`src/sv/tvsg_pkg.sv`:
```
// ----------------------------------------------------------------------------
// tvsg_pkg
// shared types, register map and lookup tables of the sound generator
// ----------------------------------------------------------------------------
package tvsg_pkg;

  // item codes
  localparam logic [1:0] MODE_TICK   = 2'd0;
  localparam logic [1:0] MODE_SELECT = 2'd1;
  localparam logic [1:0] MODE_WRITE  = 2'd2;

  // register map
  localparam logic [3:0] REG_NOISE_PERIOD = 4'd6;
  localparam logic [3:0] REG_MIXER        = 4'd7;
  localparam logic [3:0] REG_VOL_A        = 4'd8;
  localparam logic [3:0] REG_ENV_FINE     = 4'd11;
  localparam logic [3:0] REG_ENV_COARSE   = 4'd12;
  localparam logic [3:0] REG_ENV_SHAPE    = 4'd13;

  localparam logic [7:0] SHAPE_IGNORE = 8'hff;
  localparam logic [7:0] ENV_JUMP     = 8'h80;

  // largest raw period fields
  localparam int TONE_RAW_MAX  = 4095;
  localparam int NOISE_RAW_MAX = 31;
  localparam int ENV_RAW_MAX   = 65535;

  localparam int NUM_CH  = 3;
  localparam int VOL_W   = 14;
  localparam int LFSR_W  = 17;
  localparam logic [15:0] MIX_BASE = 16'h8000;

  typedef enum logic [2:0] {
    TBL_DECAY_HOLD,
    TBL_ATTACK_HOLD,
    TBL_DECAY_REPEAT,
    TBL_DECAY_ATTACK,
    TBL_DECAY_HOLD_HIGH,
    TBL_ATTACK_REPEAT,
    TBL_ATTACK_HOLD_HIGH,
    TBL_ATTACK_DECAY
  } env_tbl_t;

  // per-item strobes and settings handed from the register file
  typedef struct packed {
    logic              tick;
    logic              shape_wr;
    logic [NUM_CH-1:0] vol_wr;
    logic [7:0]        data;
    logic [NUM_CH-1:0] tone_off;
    logic [NUM_CH-1:0] noise_off;
    logic [NUM_CH-1:0] env_mode;
  } ctl_t;

  function automatic logic [VOL_W-1:0] level_gain(input logic [3:0] lvl);
    logic [VOL_W-1:0] g;
    unique case (lvl)
      4'd0:  g = 14'd0;
      4'd1:  g = 14'd128;
      4'd2:  g = 14'd207;
      4'd3:  g = 14'd309;
      4'd4:  g = 14'd480;
      4'd5:  g = 14'd809;
      4'd6:  g = 14'd1231;
      4'd7:  g = 14'd2277;
      4'd8:  g = 14'd2586;
      4'd9:  g = 14'd4469;
      4'd10: g = 14'd6170;
      4'd11: g = 14'd7610;
      4'd12: g = 14'd9711;
      4'd13: g = 14'd11817;
      4'd14: g = 14'd14100;
      default: g = 14'd16383;
    endcase
    return g;
  endfunction

  function automatic env_tbl_t shape_table(input logic [3:0] shape);
    env_tbl_t t;
    unique case (shape)
      4'd0, 4'd1, 4'd2, 4'd3, 4'd9:   t = TBL_DECAY_HOLD;
      4'd4, 4'd5, 4'd6, 4'd7, 4'd15:  t = TBL_ATTACK_HOLD;
      4'd8:                           t = TBL_DECAY_REPEAT;
      4'd10:                          t = TBL_DECAY_ATTACK;
      4'd11:                          t = TBL_DECAY_HOLD_HIGH;
      4'd12:                          t = TBL_ATTACK_REPEAT;
      4'd13:                          t = TBL_ATTACK_HOLD_HIGH;
      default:                        t = TBL_ATTACK_DECAY;
    endcase
    return t;
  endfunction

  // envelope step: level in bits 3..0, or a jump with target in bits 6..0
  function automatic logic [7:0] env_entry(input logic [3:0] shape, input logic [5:0] pos);
    env_tbl_t   t;
    logic [7:0] up;
    logic [7:0] down;
    logic [7:0] e;
    t    = shape_table(shape);
    up   = {4'h0, pos[3:0]};
    down = {4'h0, ~pos[3:0]};
    e    = 8'h00;
    if (pos >= 6'd33) begin
      e = ENV_JUMP;
    end else if (pos < 6'd16) begin
      if (t == TBL_DECAY_HOLD || t == TBL_DECAY_REPEAT || t == TBL_DECAY_ATTACK ||
          t == TBL_DECAY_HOLD_HIGH) begin
        e = down;
      end else begin
        e = up;
      end
    end else begin
      unique case (t)
        TBL_DECAY_HOLD: begin
          if (pos == 6'd16) e = ENV_JUMP | 8'd15;
        end
        TBL_ATTACK_HOLD: begin
          if (pos == 6'd17) e = ENV_JUMP | 8'd16;
        end
        TBL_DECAY_REPEAT: begin
          if (pos == 6'd16) e = ENV_JUMP;
        end
        TBL_DECAY_ATTACK: begin
          if (pos < 6'd32) e = up;
          else e = ENV_JUMP;
        end
        TBL_DECAY_HOLD_HIGH: begin
          if (pos == 6'd16) e = 8'd15;
          else if (pos == 6'd17) e = ENV_JUMP | 8'd16;
        end
        TBL_ATTACK_REPEAT: begin
          if (pos == 6'd16) e = ENV_JUMP;
        end
        TBL_ATTACK_HOLD_HIGH: begin
          if (pos == 6'd16) e = ENV_JUMP | 8'd15;
        end
        default: begin
          if (pos < 6'd32) e = down;
          else e = ENV_JUMP;
        end
      endcase
    end
    return e;
  endfunction

endpackage

```
`src/sv/tvsg_if.sv`:
```
// ----------------------------------------------------------------------------
// tvsg channel interfaces
// valid/ready channels for bus/tick words and for result words
// ----------------------------------------------------------------------------
interface tvsg_in_if;
  logic       valid;
  logic       ready;
  logic [1:0] mode;
  logic [7:0] data_byte;

  modport source (output valid, output mode, output data_byte, input ready);
  modport sink (input valid, input mode, input data_byte, output ready);
endinterface

interface tvsg_out_if;
  logic               valid;
  logic               ready;
  logic signed [15:0] sample;
  logic [3:0]         envelope_level;

  modport source (output valid, output sample, output envelope_level, input ready);
  modport sink (input valid, input sample, input envelope_level, output ready);
endinterface

```
`src/sv/tvsg_regs.sv`:
```
// ----------------------------------------------------------------------------
// tvsg_regs
// register file, register select, mixer gates and scaled periods
// ----------------------------------------------------------------------------
module tvsg_regs #(
  parameter int TONE_PRESCALE     = 8,
  parameter int NOISE_PRESCALE    = 8,
  parameter int ENVELOPE_PRESCALE = 16,
  parameter int TONE_W            = 16,
  parameter int NOISE_W           = 8,
  parameter int ENV_W             = 20
) (
  input  logic               clk,
  input  logic               rst_n,
  input  logic               step,
  input  logic [1:0]         mode,
  input  logic [7:0]         data,
  output tvsg_pkg::ctl_t     ctl,
  output logic [TONE_W-1:0]  tone_period [tvsg_pkg::NUM_CH],
  output logic [NOISE_W-1:0] noise_period,
  output logic [ENV_W-1:0]   env_period
);

  logic [7:0]         rf_r  [16];
  logic [7:0]         rf_nxt[16];
  logic [7:0]         sel_r;
  logic [5:0]         gates_r;
  logic [TONE_W-1:0]  tone_period_r  [tvsg_pkg::NUM_CH];
  logic [TONE_W-1:0]  tone_period_nxt[tvsg_pkg::NUM_CH];
  logic [NOISE_W-1:0] noise_period_r;
  logic [ENV_W-1:0]   env_period_r;
  logic [3:0]         wr_idx;
  logic               wr;
  logic               rf_wr;
  logic               shape_skip;

  assign wr_idx     = sel_r[3:0];
  assign wr         = step && (mode == tvsg_pkg::MODE_WRITE) && (sel_r[7:4] == 4'h0);
  assign shape_skip = (wr_idx == tvsg_pkg::REG_ENV_SHAPE) && (data == tvsg_pkg::SHAPE_IGNORE);
  assign rf_wr      = wr && !shape_skip;

  always_comb begin
    rf_nxt = rf_r;
    if (rf_wr) begin
      rf_nxt[wr_idx] = data;
    end
  end

  always_comb begin
    for (int i = 0; i < tvsg_pkg::NUM_CH; i++) begin
      tone_period_nxt[i] =
        TONE_W'(32'({rf_nxt[2*i+1][3:0], rf_nxt[2*i]}) * TONE_PRESCALE);
    end
  end

  always_ff @(posedge clk) begin
    if (!rst_n) begin
      for (int i = 0; i < 16; i++) begin
        rf_r[i] <= 8'h00;
      end
      sel_r          <= 8'h00;
      gates_r        <= 6'h3f;
      noise_period_r <= '0;
      env_period_r   <= '0;
      for (int i = 0; i < tvsg_pkg::NUM_CH; i++) begin
        tone_period_r[i] <= '0;
      end
    end else begin
      if (step && mode == tvsg_pkg::MODE_SELECT) begin
        sel_r <= data;
      end
      if (rf_wr) begin
        rf_r           <= rf_nxt;
        tone_period_r  <= tone_period_nxt;
        noise_period_r <= NOISE_W'(32'(rf_nxt[tvsg_pkg::REG_NOISE_PERIOD][4:0])
                                   * NOISE_PRESCALE);
        env_period_r   <= ENV_W'(32'({rf_nxt[tvsg_pkg::REG_ENV_COARSE],
                                      rf_nxt[tvsg_pkg::REG_ENV_FINE]})
                                 * ENVELOPE_PRESCALE);
        if (wr_idx == tvsg_pkg::REG_MIXER) begin
          gates_r <= data[5:0];
        end
      end
    end
  end

  always_comb begin
    ctl.tick      = step && (mode == tvsg_pkg::MODE_TICK);
    ctl.shape_wr  = rf_wr && (wr_idx == tvsg_pkg::REG_ENV_SHAPE);
    ctl.data      = data;
    ctl.tone_off  = gates_r[2:0];
    ctl.noise_off = gates_r[5:3];
    for (int i = 0; i < tvsg_pkg::NUM_CH; i++) begin
      ctl.vol_wr[i]   = rf_wr && (wr_idx == tvsg_pkg::REG_VOL_A + 4'(i));
      ctl.env_mode[i] = rf_r[tvsg_pkg::REG_VOL_A + 4'(i)][4];
    end
  end

  assign tone_period  = tone_period_r;
  assign noise_period = noise_period_r;
  assign env_period   = env_period_r;

endmodule

```
`src/sv/tvsg_tone.sv`:
```
// ----------------------------------------------------------------------------
// tvsg_tone
// one tone channel: period counter and square phase
// ----------------------------------------------------------------------------
module tvsg_tone #(
  parameter int TONE_W = 16
) (
  input  logic              clk,
  input  logic              rst_n,
  input  logic              tick,
  input  logic [TONE_W-1:0] period,
  output logic              phase_nxt
);

  logic [TONE_W-1:0] cnt_r;
  logic [TONE_W-1:0] cnt_nxt;
  logic [TONE_W:0]   cnt_inc;
  logic              phase_r;

  assign cnt_inc = {1'b0, cnt_r} + 1'b1;

  always_comb begin
    priority if (period == '0 && !phase_r) begin
      cnt_nxt   = cnt_r;
      phase_nxt = 1'b1;
    end else if (cnt_inc >= {1'b0, period}) begin
      cnt_nxt   = '0;
      phase_nxt = ~phase_r;
    end else begin
      cnt_nxt   = cnt_inc[TONE_W-1:0];
      phase_nxt = phase_r;
    end
  end

  always_ff @(posedge clk) begin
    if (!rst_n) begin
      cnt_r   <= '0;
      phase_r <= 1'b0;
    end else if (tick) begin
      cnt_r   <= cnt_nxt;
      phase_r <= phase_nxt;
    end
  end

endmodule

```
`src/sv/tvsg_env.sv`:
```
// ----------------------------------------------------------------------------
// tvsg_env
// envelope generator: period counter, shape and step position
// ----------------------------------------------------------------------------
module tvsg_env #(
  parameter int ENV_W = 20
) (
  input  logic                       clk,
  input  logic                       rst_n,
  input  tvsg_pkg::ctl_t             ctl,
  input  logic [ENV_W-1:0]           period,
  output logic                       reload,
  output logic [tvsg_pkg::VOL_W-1:0] gain_nxt,
  output logic [3:0]                 env_level
);

  logic [ENV_W-1:0] cnt_r;
  logic [ENV_W:0]   cnt_inc;
  logic             fire;
  logic [3:0]       shape_r;
  logic [3:0]       shape_nxt;
  logic [5:0]       pos_r;
  logic [5:0]       pos_nxt;
  logic [5:0]       pos_inc;
  logic [7:0]       step_entry;
  logic [7:0]       cur_entry;
  logic [7:0]       nxt_entry;

  assign cnt_inc    = {1'b0, cnt_r} + 1'b1;
  assign fire       = ctl.tick && (cnt_inc >= {1'b0, period});
  assign pos_inc    = pos_r + 6'd1;
  assign step_entry = tvsg_pkg::env_entry(shape_r, pos_inc);

  always_comb begin
    shape_nxt = shape_r;
    pos_nxt   = pos_r;
    priority if (ctl.shape_wr) begin
      shape_nxt = ctl.data[3:0];
      pos_nxt   = 6'd0;
    end else if (fire) begin
      pos_nxt = step_entry[7] ? step_entry[5:0] : pos_inc;
    end else begin
      pos_nxt = pos_r;
    end
  end

  always_ff @(posedge clk) begin
    if (!rst_n) begin
      cnt_r   <= '0;
      shape_r <= 4'h0;
      pos_r   <= 6'd0;
    end else begin
      if (ctl.tick) begin
        cnt_r <= fire ? '0 : cnt_inc[ENV_W-1:0];
      end
      shape_r <= shape_nxt;
      pos_r   <= pos_nxt;
    end
  end

  assign nxt_entry = tvsg_pkg::env_entry(shape_nxt, pos_nxt);
  assign cur_entry = tvsg_pkg::env_entry(shape_r, pos_r);
  assign gain_nxt  = tvsg_pkg::level_gain(nxt_entry[3:0]);
  assign reload    = fire || ctl.shape_wr;
  assign env_level = cur_entry[3:0];

endmodule

```
`src/sv/tvsg_mix.sv`:
```
// ----------------------------------------------------------------------------
// tvsg_mix
// noise source, channel volumes and output mixer
// ----------------------------------------------------------------------------
module tvsg_mix #(
  parameter int NOISE_W = 8
) (
  input  logic                        clk,
  input  logic                        rst_n,
  input  tvsg_pkg::ctl_t              ctl,
  input  logic [NOISE_W-1:0]          noise_period,
  input  logic                        reload,
  input  logic [tvsg_pkg::VOL_W-1:0]  gain_nxt,
  input  logic [tvsg_pkg::NUM_CH-1:0] phase_nxt,
  output logic [15:0]                 sample
);

  logic [NOISE_W-1:0]                cnt_r;
  logic [NOISE_W:0]                  cnt_inc;
  logic                              fire;
  logic [tvsg_pkg::LFSR_W-1:0]       lfsr_r;
  logic                              fb;
  logic                              noise_r;
  logic                              noise_nxt;
  logic [tvsg_pkg::VOL_W-1:0]        vol_r  [tvsg_pkg::NUM_CH];
  logic [tvsg_pkg::VOL_W-1:0]        vol_nxt[tvsg_pkg::NUM_CH];
  logic [tvsg_pkg::NUM_CH-1:0]       gate;
  logic [15:0]                       mix_r;
  logic [15:0]                       mix_nxt;

  assign cnt_inc   = {1'b0, cnt_r} + 1'b1;
  assign fire      = cnt_inc >= {1'b0, noise_period};
  assign fb        = lfsr_r[0] ^ lfsr_r[2];
  assign noise_nxt = fire ? (noise_r ^ fb) : noise_r;

  always_comb begin
    for (int i = 0; i < tvsg_pkg::NUM_CH; i++) begin
      priority if (ctl.vol_wr[i]) begin
        vol_nxt[i] = ctl.data[4] ? gain_nxt : tvsg_pkg::level_gain(ctl.data[3:0]);
      end else if (reload && ctl.env_mode[i]) begin
        vol_nxt[i] = gain_nxt;
      end else begin
        vol_nxt[i] = vol_r[i];
      end
    end
  end

  // tone and noise gates, then sum of the open channels
  always_comb begin
    mix_nxt = tvsg_pkg::MIX_BASE;
    for (int i = 0; i < tvsg_pkg::NUM_CH; i++) begin
      gate[i] = (ctl.tone_off[i] | phase_nxt[i]) & (ctl.noise_off[i] | noise_nxt);
      if (gate[i]) begin
        mix_nxt = mix_nxt + 16'(vol_nxt[i]);
      end
    end
  end

  always_ff @(posedge clk) begin
    if (!rst_n) begin
      cnt_r   <= '0;
      lfsr_r  <= tvsg_pkg::LFSR_W'(1);
      noise_r <= 1'b0;
      mix_r   <= tvsg_pkg::MIX_BASE;
      for (int i = 0; i < tvsg_pkg::NUM_CH; i++) begin
        vol_r[i] <= '0;
      end
    end else begin
      vol_r <= vol_nxt;
      if (ctl.tick) begin
        mix_r   <= mix_nxt;
        noise_r <= noise_nxt;
        if (fire) begin
          cnt_r  <= '0;
          lfsr_r <= {fb, lfsr_r[tvsg_pkg::LFSR_W-1:1]};
        end else begin
          cnt_r <= cnt_inc[NOISE_W-1:0];
        end
      end
    end
  end

  assign sample = mix_r;

endmodule

```
`src/sv/three_voice_sound_generator_unit.sv`:
```
// ----------------------------------------------------------------------------
// three_voice_sound_generator_unit
// three tone channels, noise and envelope, mixed to a 16-bit sample
// ----------------------------------------------------------------------------
// in_ch carries one word per chip event: mode 0 is a clock tick, mode 1
// latches a register number, mode 2 writes the latched register with
// data_byte. Every word accepted yields exactly one word on out_ch: the
// mixed sample and the envelope step as they stand after that word.
// A word goes through the input register and the state update into the
// result register, from where it is offered on out_ch. One word a cycle
// is sustained while out_ch does not stall, set by the single state update
// path from input register to result register.
// Reset (synchronous, active low) clears the register file, puts all mixer
// gates in the off state, seeds the noise shift register with one and
// sets the sample to -32768. While out_ch is stalled the result holds,
// one more word is taken into the input register and in_ch.ready then
// drops until the result is taken.
// ----------------------------------------------------------------------------
module three_voice_sound_generator_unit #(
  parameter int TONE_PRESCALE     = 8,
  parameter int NOISE_PRESCALE    = 8,
  parameter int ENVELOPE_PRESCALE = 16
) (
  input logic        clk,
  input logic        rst_n,
  tvsg_in_if.sink    in_ch,
  tvsg_out_if.source out_ch
);

  localparam int TONE_W  = $clog2(tvsg_pkg::TONE_RAW_MAX * TONE_PRESCALE + 1);
  localparam int NOISE_W = $clog2(tvsg_pkg::NOISE_RAW_MAX * NOISE_PRESCALE + 1);
  localparam int ENV_W   = $clog2(tvsg_pkg::ENV_RAW_MAX * ENVELOPE_PRESCALE + 1);

  logic                        item_valid_r;
  logic [1:0]                  item_mode_r;
  logic [7:0]                  item_data_r;
  logic                        out_valid_r;
  logic                        advance;
  logic                        step;
  logic                        in_ready;
  tvsg_pkg::ctl_t              ctl;
  logic [TONE_W-1:0]           tone_period [tvsg_pkg::NUM_CH];
  logic [NOISE_W-1:0]          noise_period;
  logic [ENV_W-1:0]            env_period;
  logic                        reload;
  logic [tvsg_pkg::VOL_W-1:0]  gain_nxt;
  logic [3:0]                  env_level;
  logic [tvsg_pkg::NUM_CH-1:0] phase_nxt;
  logic [15:0]                 sample;

  assign advance  = !out_valid_r || out_ch.ready;
  assign step     = item_valid_r && advance;
  assign in_ready = !item_valid_r || advance;

  always_ff @(posedge clk) begin
    if (!rst_n) begin
      item_valid_r <= 1'b0;
      out_valid_r  <= 1'b0;
    end else begin
      if (in_ready) begin
        item_valid_r <= in_ch.valid;
      end
      if (step) begin
        out_valid_r <= 1'b1;
      end else if (out_ch.ready) begin
        out_valid_r <= 1'b0;
      end
    end
  end

  always_ff @(posedge clk) begin
    if (in_ready && in_ch.valid) begin
      item_mode_r <= in_ch.mode;
      item_data_r <= in_ch.data_byte;
    end
  end

  tvsg_regs #(
    .TONE_PRESCALE     (TONE_PRESCALE),
    .NOISE_PRESCALE    (NOISE_PRESCALE),
    .ENVELOPE_PRESCALE (ENVELOPE_PRESCALE),
    .TONE_W            (TONE_W),
    .NOISE_W           (NOISE_W),
    .ENV_W             (ENV_W)
  ) u_regs (
    .clk          (clk),
    .rst_n        (rst_n),
    .step         (step),
    .mode         (item_mode_r),
    .data         (item_data_r),
    .ctl          (ctl),
    .tone_period  (tone_period),
    .noise_period (noise_period),
    .env_period   (env_period)
  );

  for (genvar g = 0; g < tvsg_pkg::NUM_CH; g++) begin : g_tone
    tvsg_tone #(
      .TONE_W (TONE_W)
    ) u_tone (
      .clk       (clk),
      .rst_n     (rst_n),
      .tick      (ctl.tick),
      .period    (tone_period[g]),
      .phase_nxt (phase_nxt[g])
    );
  end

  tvsg_env #(
    .ENV_W (ENV_W)
  ) u_env (
    .clk       (clk),
    .rst_n     (rst_n),
    .ctl       (ctl),
    .period    (env_period),
    .reload    (reload),
    .gain_nxt  (gain_nxt),
    .env_level (env_level)
  );

  tvsg_mix #(
    .NOISE_W (NOISE_W)
  ) u_mix (
    .clk          (clk),
    .rst_n        (rst_n),
    .ctl          (ctl),
    .noise_period (noise_period),
    .reload       (reload),
    .gain_nxt     (gain_nxt),
    .phase_nxt    (phase_nxt),
    .sample       (sample)
  );

  assign in_ch.ready           = in_ready;
  assign out_ch.valid          = out_valid_r;
  assign out_ch.sample         = $signed(sample);
  assign out_ch.envelope_level = env_level;

  // sample only moves on a processed word
  a_sample_hold: assert property (@(posedge clk) disable iff (!rst_n)
    (rst_n && !step) |=> $stable(out_ch.sample))
    else $error("sample changed without a processed word");

  // envelope step only moves on a processed word
  a_level_hold: assert property (@(posedge clk) disable iff (!rst_n)
    (rst_n && !step) |=> $stable(out_ch.envelope_level))
    else $error("envelope level changed without a processed word");

  // stalled result with a held input word blocks further input
  a_full_blocks: assert property (@(posedge clk) disable iff (!rst_n)
    (out_valid_r && !out_ch.ready && item_valid_r) |-> !in_ch.ready)
    else $error("input taken while both stages are full");

  // three full-scale channels from the base never reach the clamp
  a_mix_range: assert property (@(posedge clk) disable iff (!rst_n)
    out_ch.sample[15] || (out_ch.sample <= 16'sd16381))
    else $error("mixed sample above reachable range");

endmodule

```
`src/flat_wrapper.sv`:
```
// flat-port wrapper written by rule: the top's interface ports become plain ports
module three_voice_sound_generator_unit_flat 
#(
  parameter int TONE_PRESCALE     = 8,
  parameter int NOISE_PRESCALE    = 8,
  parameter int ENVELOPE_PRESCALE = 16
)
  (clk, rst_n, in_ch_valid, in_ch_mode, in_ch_data_byte, in_ch_ready, out_ch_valid, out_ch_sample, out_ch_envelope_level, out_ch_ready);
  tvsg_in_if in_ch_i ();
  tvsg_out_if out_ch_i ();
  input logic clk;
  input logic rst_n;
  input wire logic [$bits(in_ch_i.valid)-1:0] in_ch_valid;
  input wire logic [$bits(in_ch_i.mode)-1:0] in_ch_mode;
  input wire logic [$bits(in_ch_i.data_byte)-1:0] in_ch_data_byte;
  output wire logic [$bits(in_ch_i.ready)-1:0] in_ch_ready;
  output wire logic [$bits(out_ch_i.valid)-1:0] out_ch_valid;
  output wire logic [$bits(out_ch_i.sample)-1:0] out_ch_sample;
  output wire logic [$bits(out_ch_i.envelope_level)-1:0] out_ch_envelope_level;
  input wire logic [$bits(out_ch_i.ready)-1:0] out_ch_ready;
  assign in_ch_i.valid = in_ch_valid;
  assign in_ch_i.mode = in_ch_mode;
  assign in_ch_i.data_byte = in_ch_data_byte;
  assign in_ch_ready = in_ch_i.ready;
  assign out_ch_valid = out_ch_i.valid;
  assign out_ch_sample = out_ch_i.sample;
  assign out_ch_envelope_level = out_ch_i.envelope_level;
  assign out_ch_i.ready = out_ch_ready;
  three_voice_sound_generator_unit #(.TONE_PRESCALE(TONE_PRESCALE), .NOISE_PRESCALE(NOISE_PRESCALE), .ENVELOPE_PRESCALE(ENVELOPE_PRESCALE)) u_core (.clk(clk), .rst_n(rst_n), .in_ch(in_ch_i), .out_ch(out_ch_i));
endmodule
```
`config.mk`:
```
export PLATFORM = sky130hd
export DESIGN_NAME = three_voice_sound_generator_unit_flat
export DESIGN_NICKNAME = d
export VERILOG_FILES = /design/src/sv/tvsg_pkg.sv /design/src/sv/tvsg_if.sv /design/src/sv/tvsg_regs.sv /design/src/sv/tvsg_tone.sv /design/src/sv/tvsg_env.sv /design/src/sv/tvsg_mix.sv /design/src/sv/three_voice_sound_generator_unit.sv /design/src/flat_wrapper.sv
export SDC_FILE = /design/constraint.sdc
export NUM_CORES = 1
export LEC_CHECK = 0
export BUFFER_PORTS_ARGS = -buffer_cell sky130_fd_sc_hd__buf_2
export CORE_MARGIN = 2
export CORE_UTILIZATION = 55
export CTS_BUF_LIST = sky130_fd_sc_hd__clkbuf_2 sky130_fd_sc_hd__clkbuf_4 sky130_fd_sc_hd__clkbuf_8
export CTS_CLUSTER_SIZE = 10
export DETAILED_ROUTE_END_ITERATION = 8
export PLACE_DENSITY = 0.68
export SLEW_MARGIN = 20
export SYNTH_ARGS = -nofsm -noshare
export SYNTH_HDL_FRONTEND = slang
export SYNTH_SLANG_ARGS = --single-unit
```
`constraint.sdc`:
```
create_clock -name clk -period 11.1 [get_ports clk]
set_input_delay 1.11 -clock clk [delete_from_list [all_inputs] [get_ports clk]]
set_output_delay 1.11 -clock clk [all_outputs]
set_load 0.1 [all_outputs]
```
# After elaboration in Yosys (flattened, before gate mapping)
# Memories as Yosys holds them, arrays and structs flattened. A register that Yosys moved wholly into a read port is not among the register bits.
# Index checks and enable logic that the tools add are counted.
# totals
reg_bits	373
rom_bits	1040
output_inout_bits	22
wordCells	248
memories	7
# classes
n_addsub	9
magnitude_cmp	16
eq_ne	30
muxes	64
bitwise	21
n_reduce_logical	58
# mem_list
name	words	word_bits	rd	rd_ports_with_merged_regs	write_ports	line_no	text
(name not given)	16	14	1	0	0	tvsg_pkg.sv:57	unique case (lvl)
(name not given)	16	14	1	1	0	tvsg_pkg.sv:57	
(name not given)	16	14	1	1	0	tvsg_pkg.sv:57	
(name not given)	16	14	1	1	0	tvsg_pkg.sv:57	
(name not given)	16	3	1	1	0	tvsg_pkg.sv:80	unique case (shape)
(name not given)	16	3	1	0	0	tvsg_pkg.sv:80	
1 more memories	-	-	-	-	-	-	
# op_table
cell	n
$bwmux W128	1
$mux W14	9
$mux W4	21
$mux W8	10
$add A15 B1 Y16 const B	3
$ge A16 B15 Y1	3
$mux W16	3
$logic_not A15 Y1	3
$mux W15	3
$pmux W4 S5	2
$pmux W8 S5	1
$add A16 B14 Y16	2
$demux W8 S4	1
$eq A3 B3 Y1 const B	9
$eq A6 B5 Y1 const B	4
$add A20 B1 Y21 const B	1
$ge A21 B20 Y1	1
$logic_and A1 B1 Y1	20
$mux W20	1
$eq A3 B2 Y1 const B	6
$ge A6 B6 Y1 const B	3
$lt A6 B5 Y1 const B	3
$lt A6 B6 Y1 const B	3
$mux W6	3
other kinds (27)	82

# Depth between registers and ports, before layout
# An unclocked memory read counts as a cell.
# depth
depth_word	25
ltp_mapped	51

# Modules after synthesis
# From an unflattened synthesis, not the netlist that was laid out.
# unflattened
hier_cells	2294
hier_area_um2	18639.1
# modules_own_cells
module	instances	cells_per_inst	area_per_inst_um2	seq_area_each_um2
tvsg_mix	1	803	6303.5	1681.6
tvsg_tone	3	221	1582.8	320.3
tvsg_env	1	499	3977.6	660.6
tvsg_regs	1	310	3205.6	1481.4
three_voice_sound_generator_unit	1	19	404.1	340.3

# Least setup slack after synthesis
# Ideal clock, no wire load.
# synth_timing
kind	register to register
from	register u_core.u_env.cnt_r[2]
to	register u_core.u_mix.mix_r[13] (netlist: u_core.u_mix.sample[13])
arrival_time_ns	8.880
required_ns	10.978
slack_ns	2.098
stages_incl_launch_ff	47
synth_period_minus_slack_ns	9.002
cell_sequence	dfxtp_1 and3_4 nand3_1 nor2_1 and3_1 nand3_1 nor3_1 nand3_1 xnor2_1 ha_1 nand3_1 or2_4 a2111oi_4 a221oi_2 a21o_2 buf_6 o211ai_4 o211ai_2 (+11 left out) inv_1 fa_1 o21ai_0 ha_1 a21o_1 a21oi_1 o21bai_1 a21oi_1 o21bai_1 a21oi_1 o21bai_1 a21oi_1 nor2_1 a211oi_1 o21ai_0 xor2_1 a21oi_1 a21oi_1
# synth_via
elab_chain_cells	19
word_cells_on_any_way	38
classes_between	4 x add/sub; 4 x order compare; 1 x eq/ne; 22 x mux; 1 x bitwise; 5 x reduce/logical; 1 x memory
# synth_lines
element	line_no	text
from (decl)	tvsg_env.sv:17	logic [ENV_W-1:0] cnt_r;
from (signal assigned)	tvsg_env.sv:54	cnt_r <= fire ? '0 : cnt_inc[ENV_W-1:0];
$add A20 B1 Y21 *	tvsg_env.sv:29	assign cnt_inc = {1'b0, cnt_r} + 1'b1;
$ge A21 B20 Y1 *	tvsg_env.sv:30	assign fire = ctl.tick && (cnt_inc >= {1'b0, period});
$logic_and A1 B1 Y1 *	tvsg_env.sv:30	
$mux W6	tvsg_env.sv:40	end else if (fire) begin
$mux W6	tvsg_env.sv:37	priority if (ctl.shape_wr) begin
$lt A6 B6 Y1, or another cell as far along	tvsg_pkg.sv:124, tvsg_pkg.sv:138	
$mux W4, on equally long branches	-	
$pmux W4 S5	tvsg_pkg.sv:113	unique case (t)
(+3 left out)	-	
$mux W14, on equally long branches	tvsg_mix.sv:40, tvsg_mix.sv:39	
$mux W14	tvsg_mix.sv:38	priority if (ctl.vol_wr[i]) begin
$add A16 B14 Y16	tvsg_mix.sv:54	mix_nxt = mix_nxt + 16'(vol_nxt[i]);
$mux W16	tvsg_mix.sv:53	if (gate[i]) begin
$add A16 B14 Y16	tvsg_mix.sv:54	
$mux W16	tvsg_mix.sv:53	
$add A16 B14 Y16	tvsg_mix.sv:54	
$mux W16 *	tvsg_mix.sv:53	
to (signal assigned)	tvsg_mix.sv:64	mix_r <= tvsg_pkg::MIX_BASE;
to (signal assigned)	tvsg_mix.sv:71	mix_r <= mix_nxt;
to (decl)	tvsg_mix.sv:28	logic [15:0] mix_r;
# Mark *: on every way between the ends. The rest lies on a longest branch, timed or not.
# A chain may end at the register's enable or synchronous reset.

==> run metrics <==
Area Overhead vs Synth 8.485%; Worst Hold Depth 2; Data arrival, critical path 10.68 ns; core area approximately 30,000 um^2; crit share post-route 92.02%; largest net degree at the start of global routing 91; Die Area ~32,000 um^2; Final Setup Violations 0; Logic pwr share 6.2%; WP data required approximately 12 ns; Sw Share between 20% and 30%; Port Buffers 35; H-tree levels 2; Final nets around 2.2k; final hold vios 0; Post-synth EDFFs 10; outcome completed; Internal Power 1.535 mW; startpoint types flop; Mapped Cells 2,097; initial antenna violation count 0; Rows 63; fmax slightly below 0.1 GHz; Most used DFF post-synth dfxtp_1; Peak VDD IR about 0.11 mV; class of the worst hold path flop to flop; Post-DP HPWL roughly 31,000 um; CTS buffer count 46; cts hold-fix bufs 0; starting DRC count in detailed routing 1,087; GRT overflow 0; YS warnings 0; clk slew on worst S/H paths about 0.06 ns; vias after detailed routing 14.99k; origin of the critical flop-to-flop path u_core.u_env.cnt_r[0]; CP max stage delay 0.61 ns; CTS max path bufs 3; Max Slew Vio Count 0; CTS root buf clkbuf_8; WL final 44,910 um; Via density 5.928; Worst Hold End u_core.u_regs.rf_r[30]; Max Cap Viol 0; Rel. slew slack 30.98%; LEAKAGE ~7.7 nW; first-pass GRT wire length around 73,000 um; Clock power frac 45.9%; flop-to-flop setup slack between 0.8 and 0.9 ns; routed len/inst 17.76 um; Antenna Cells 0; crit end category flop; layout cells sized above 1 under 10%; CTS Sinks 265; unrepaired setup endpoints after global routing false; post-synthesis sequential area ratio 32.50%; vias in the first global route between 10k and 15k; Final ANT Viol Nets 0; Final Skew 0.01990 ns; die height 177.9 um; CTS tree yes; worst slew pin tran approximately 1.0 ns; syn avg cell area 7.932 um^2; Synthesized Nets 2,236; gr usage total 28.41%; Post-Syn Area 16,630 um^2; R2R depth 42; Worst R2R End u_core.u_mix.sample[13]; Netlist cell types a little over 90; Seq cells post-synth 265; pwr dens 114.6 nW/um^2; CP Class flop to flop; Clock Latency Late Sink slightly below 0.6 ns; Die X 177.9 um; RePlAce Congestion between 0.9 and 1; Design Power 2.067 mW; Crit-path slowest cell a311o_1; ys async rst share 0%; sum of negative setup slack 0 ns; DRC viols 0; Starting Density about 56%; Seq pwr share about 48%; crit path time final between 10 and 15 ns; Psw 0.5324 mW; IO Count 36; Worst Hold Launch u_core.u_regs.rf_r[30]; TritonRoute pass-1 iters 7; crit-path max FO 18; critical path's most frequent cell a21oi_1
synthesized netlist by cell type (37+ instances only):
cell type,number,area (um^2)
nand2_1,263,987.2
dfxtp_1,255,5105
nor2_1,231,867.1
a21oi_1,187,935.9
ha_1,123,1539
o21ai_0,107,535.5
inv_1,99,371.6
clkbuf_1,82,307.8
xor2_1,73,639.4
mux2i_1,69,690.7
and2_1,47,294.0
and3_1,42,262.8
nand3_1,42,210.2
xnor2_1,37,324.1
kinds of logic after synthesis:
logic type               Yosys count  synth area share (%)
AND/OR/NAND/NOR                  780                 21.95
flip-flops                       265                 32.50
AO/OA/AOI/OAI                    540                 20.81
XOR/XNOR                         110                 5.792
buffers and inverters            199                 4.701
multiplexers                      78                 4.762
adder cells (fa/ha/maj)          125                 9.493
power by group through the flow:
stage / Clock (mW) / Sequential (mW) / Combinational [mW]
after floorplan: 0 / 1.01 / 0.0862
after global placement: 0 / 1.01 / 0.125
after detailed placement: 0 / 1.01 / 0.127
after CTS: 0.970 / 0.989 / 0.127
after global routing: 1.01 / 0.990 / 0.141
final: 0.949 / 0.990 / 0.129
routing by layer:
| layer | up-vias | share of wire, % | wire length (um) | global-route usage [%] |
|---|---|---|---|---|
| met3 | 127 | 6.0 | 2714 | 4.927 |
| li1 | 7385 | - | - | - |
| met5 | - | 0 | 0 | 0 |
| met2 | 479 | 46 | 20740 | 47.79 |
| met4 | 0 | 4.0 | 1802 | 12.23 |
| met1 | 7000 | 44 | 19660 | 35.70 |
registers in the layout, indices dropped and copies added, names as in the netlist, 2 cells and up, named ones only:
| name | flops |
|---|---|
| u_core.u_regs.rf_r | 53 |
| u_core.g_tone.u_tone.cnt_r | 45 |
| u_core.u_mix.vol_r | 42 |
| u_core.u_env.cnt_r | 20 |
| u_core.u_mix.lfsr_r | 17 |
| u_core.u_mix.sample | 16 |
| u_core.item_data_r | 8 |
| u_core.u_mix.cnt_r | 8 |
| u_core.u_regs.sel_r | 8 |
| u_core.u_env.pos_r | 6 |
| u_core.u_regs.gates_r | 6 |
| u_core.u_env.shape_r | 4 |
| u_core.g_tone.u_tone.phase_r | 3 |
| u_core.u_regs.ctl | 3 |
| u_core.u_regs.tone_period | 3 |
| u_core.item_mode_r | 2 |
area by class of cell:
class                           instances  area [um^2]
Timing Repair Buffer                   56        332.8
Clock buffer                           62        772.0
Clock inverter                         24        203.9
Inverter                               99        374.1
Fill cell                            2662        11670
Tap cell                              390        488.0
Sequential cell                       265         5405
Multi-Input combinational cell       1633        10470
layout by cell type, fill, tap and decap left out, types with 16 or more instances in the layout:
master    Yosys  routed
xnor2_1      37      37
nand3b_1     33      33
nand2_1     263     263
buf_4         1      21
o21ai_0     107     106
inv_1        99      98
nand4_1      18      18
buf_2        13      35
nor2_1      231     231
and3_1       42      42
xor2_1       73      73
clkbuf_8      0      49
nand3_1      42      42
o22ai_1      22      22
mux2i_1      69      69
a21oi_1     187     187
and2_1       47      47
ha_1        123     123
a21o_1       30      30
a211oi_1     21      21
o21ai_1      15      16
nor3_1       32      31
a31oi_1      22      22
dfxtp_1     255     255
worst max-delay path by stage:
stage | from | to | slack (ns)
detailed placement | u_core.u_env.cnt_r[0] | u_core.u_mix.sample[13] | 0.77
floorplan | u_core.u_env.cnt_r[2] | u_core.u_mix.sample[13] | 2.10
finish | u_core.u_env.cnt_r[0] | u_core.u_mix.sample[13] | 0.89
global placement | u_core.u_env.cnt_r[2] | u_core.u_mix.sample[13] | 1.18
global route | u_core.u_env.cnt_r[0] | u_core.u_mix.sample[14] | 0.02
CTS | u_core.u_env.cnt_r[0] | u_core.u_mix.sample[13] | 0.70
repair_timing:
| action | 4_1_cts | 5_1_grt |
|---|---|---|
| setup buffers | 0 | 0 |
| endpoints found under the hold margin | 0 | 0 |
| gates resized for setup | 0 | 2 |
| setup endpoints to repair | 0 | 5 |
critical path: cells and delay by family, from the launching register on:
family	cells	cell delay [ns]
multiplexers	2	0.55
flip-flops	1	0.39
buffers and inverters	1	0.08
XOR/XNOR	2	0.35
adder cells (fa/ha/maj)	4	1.28
AO/OA/AOI/OAI	21	4.91
AND/OR/NAND/NOR	12	2.54
per-stage QoR:
step                area (um^2)  hold WS [ns]  setup WS, ns  util, %  instances
floorplan                 16630        0.4319         2.098        -       2097
global placement          17060        0.4355         1.180    57.40       2443
detailed placement        17060        0.4439        0.7724    57.40       2443
CTS                       18030        0.4533        0.7044    60.68       2529
global route              18040        0.4698       0.01573    60.72       2529
finish                    18040        0.4528        0.8857    60.72       2529
Power figures use the tool's default switching activity.
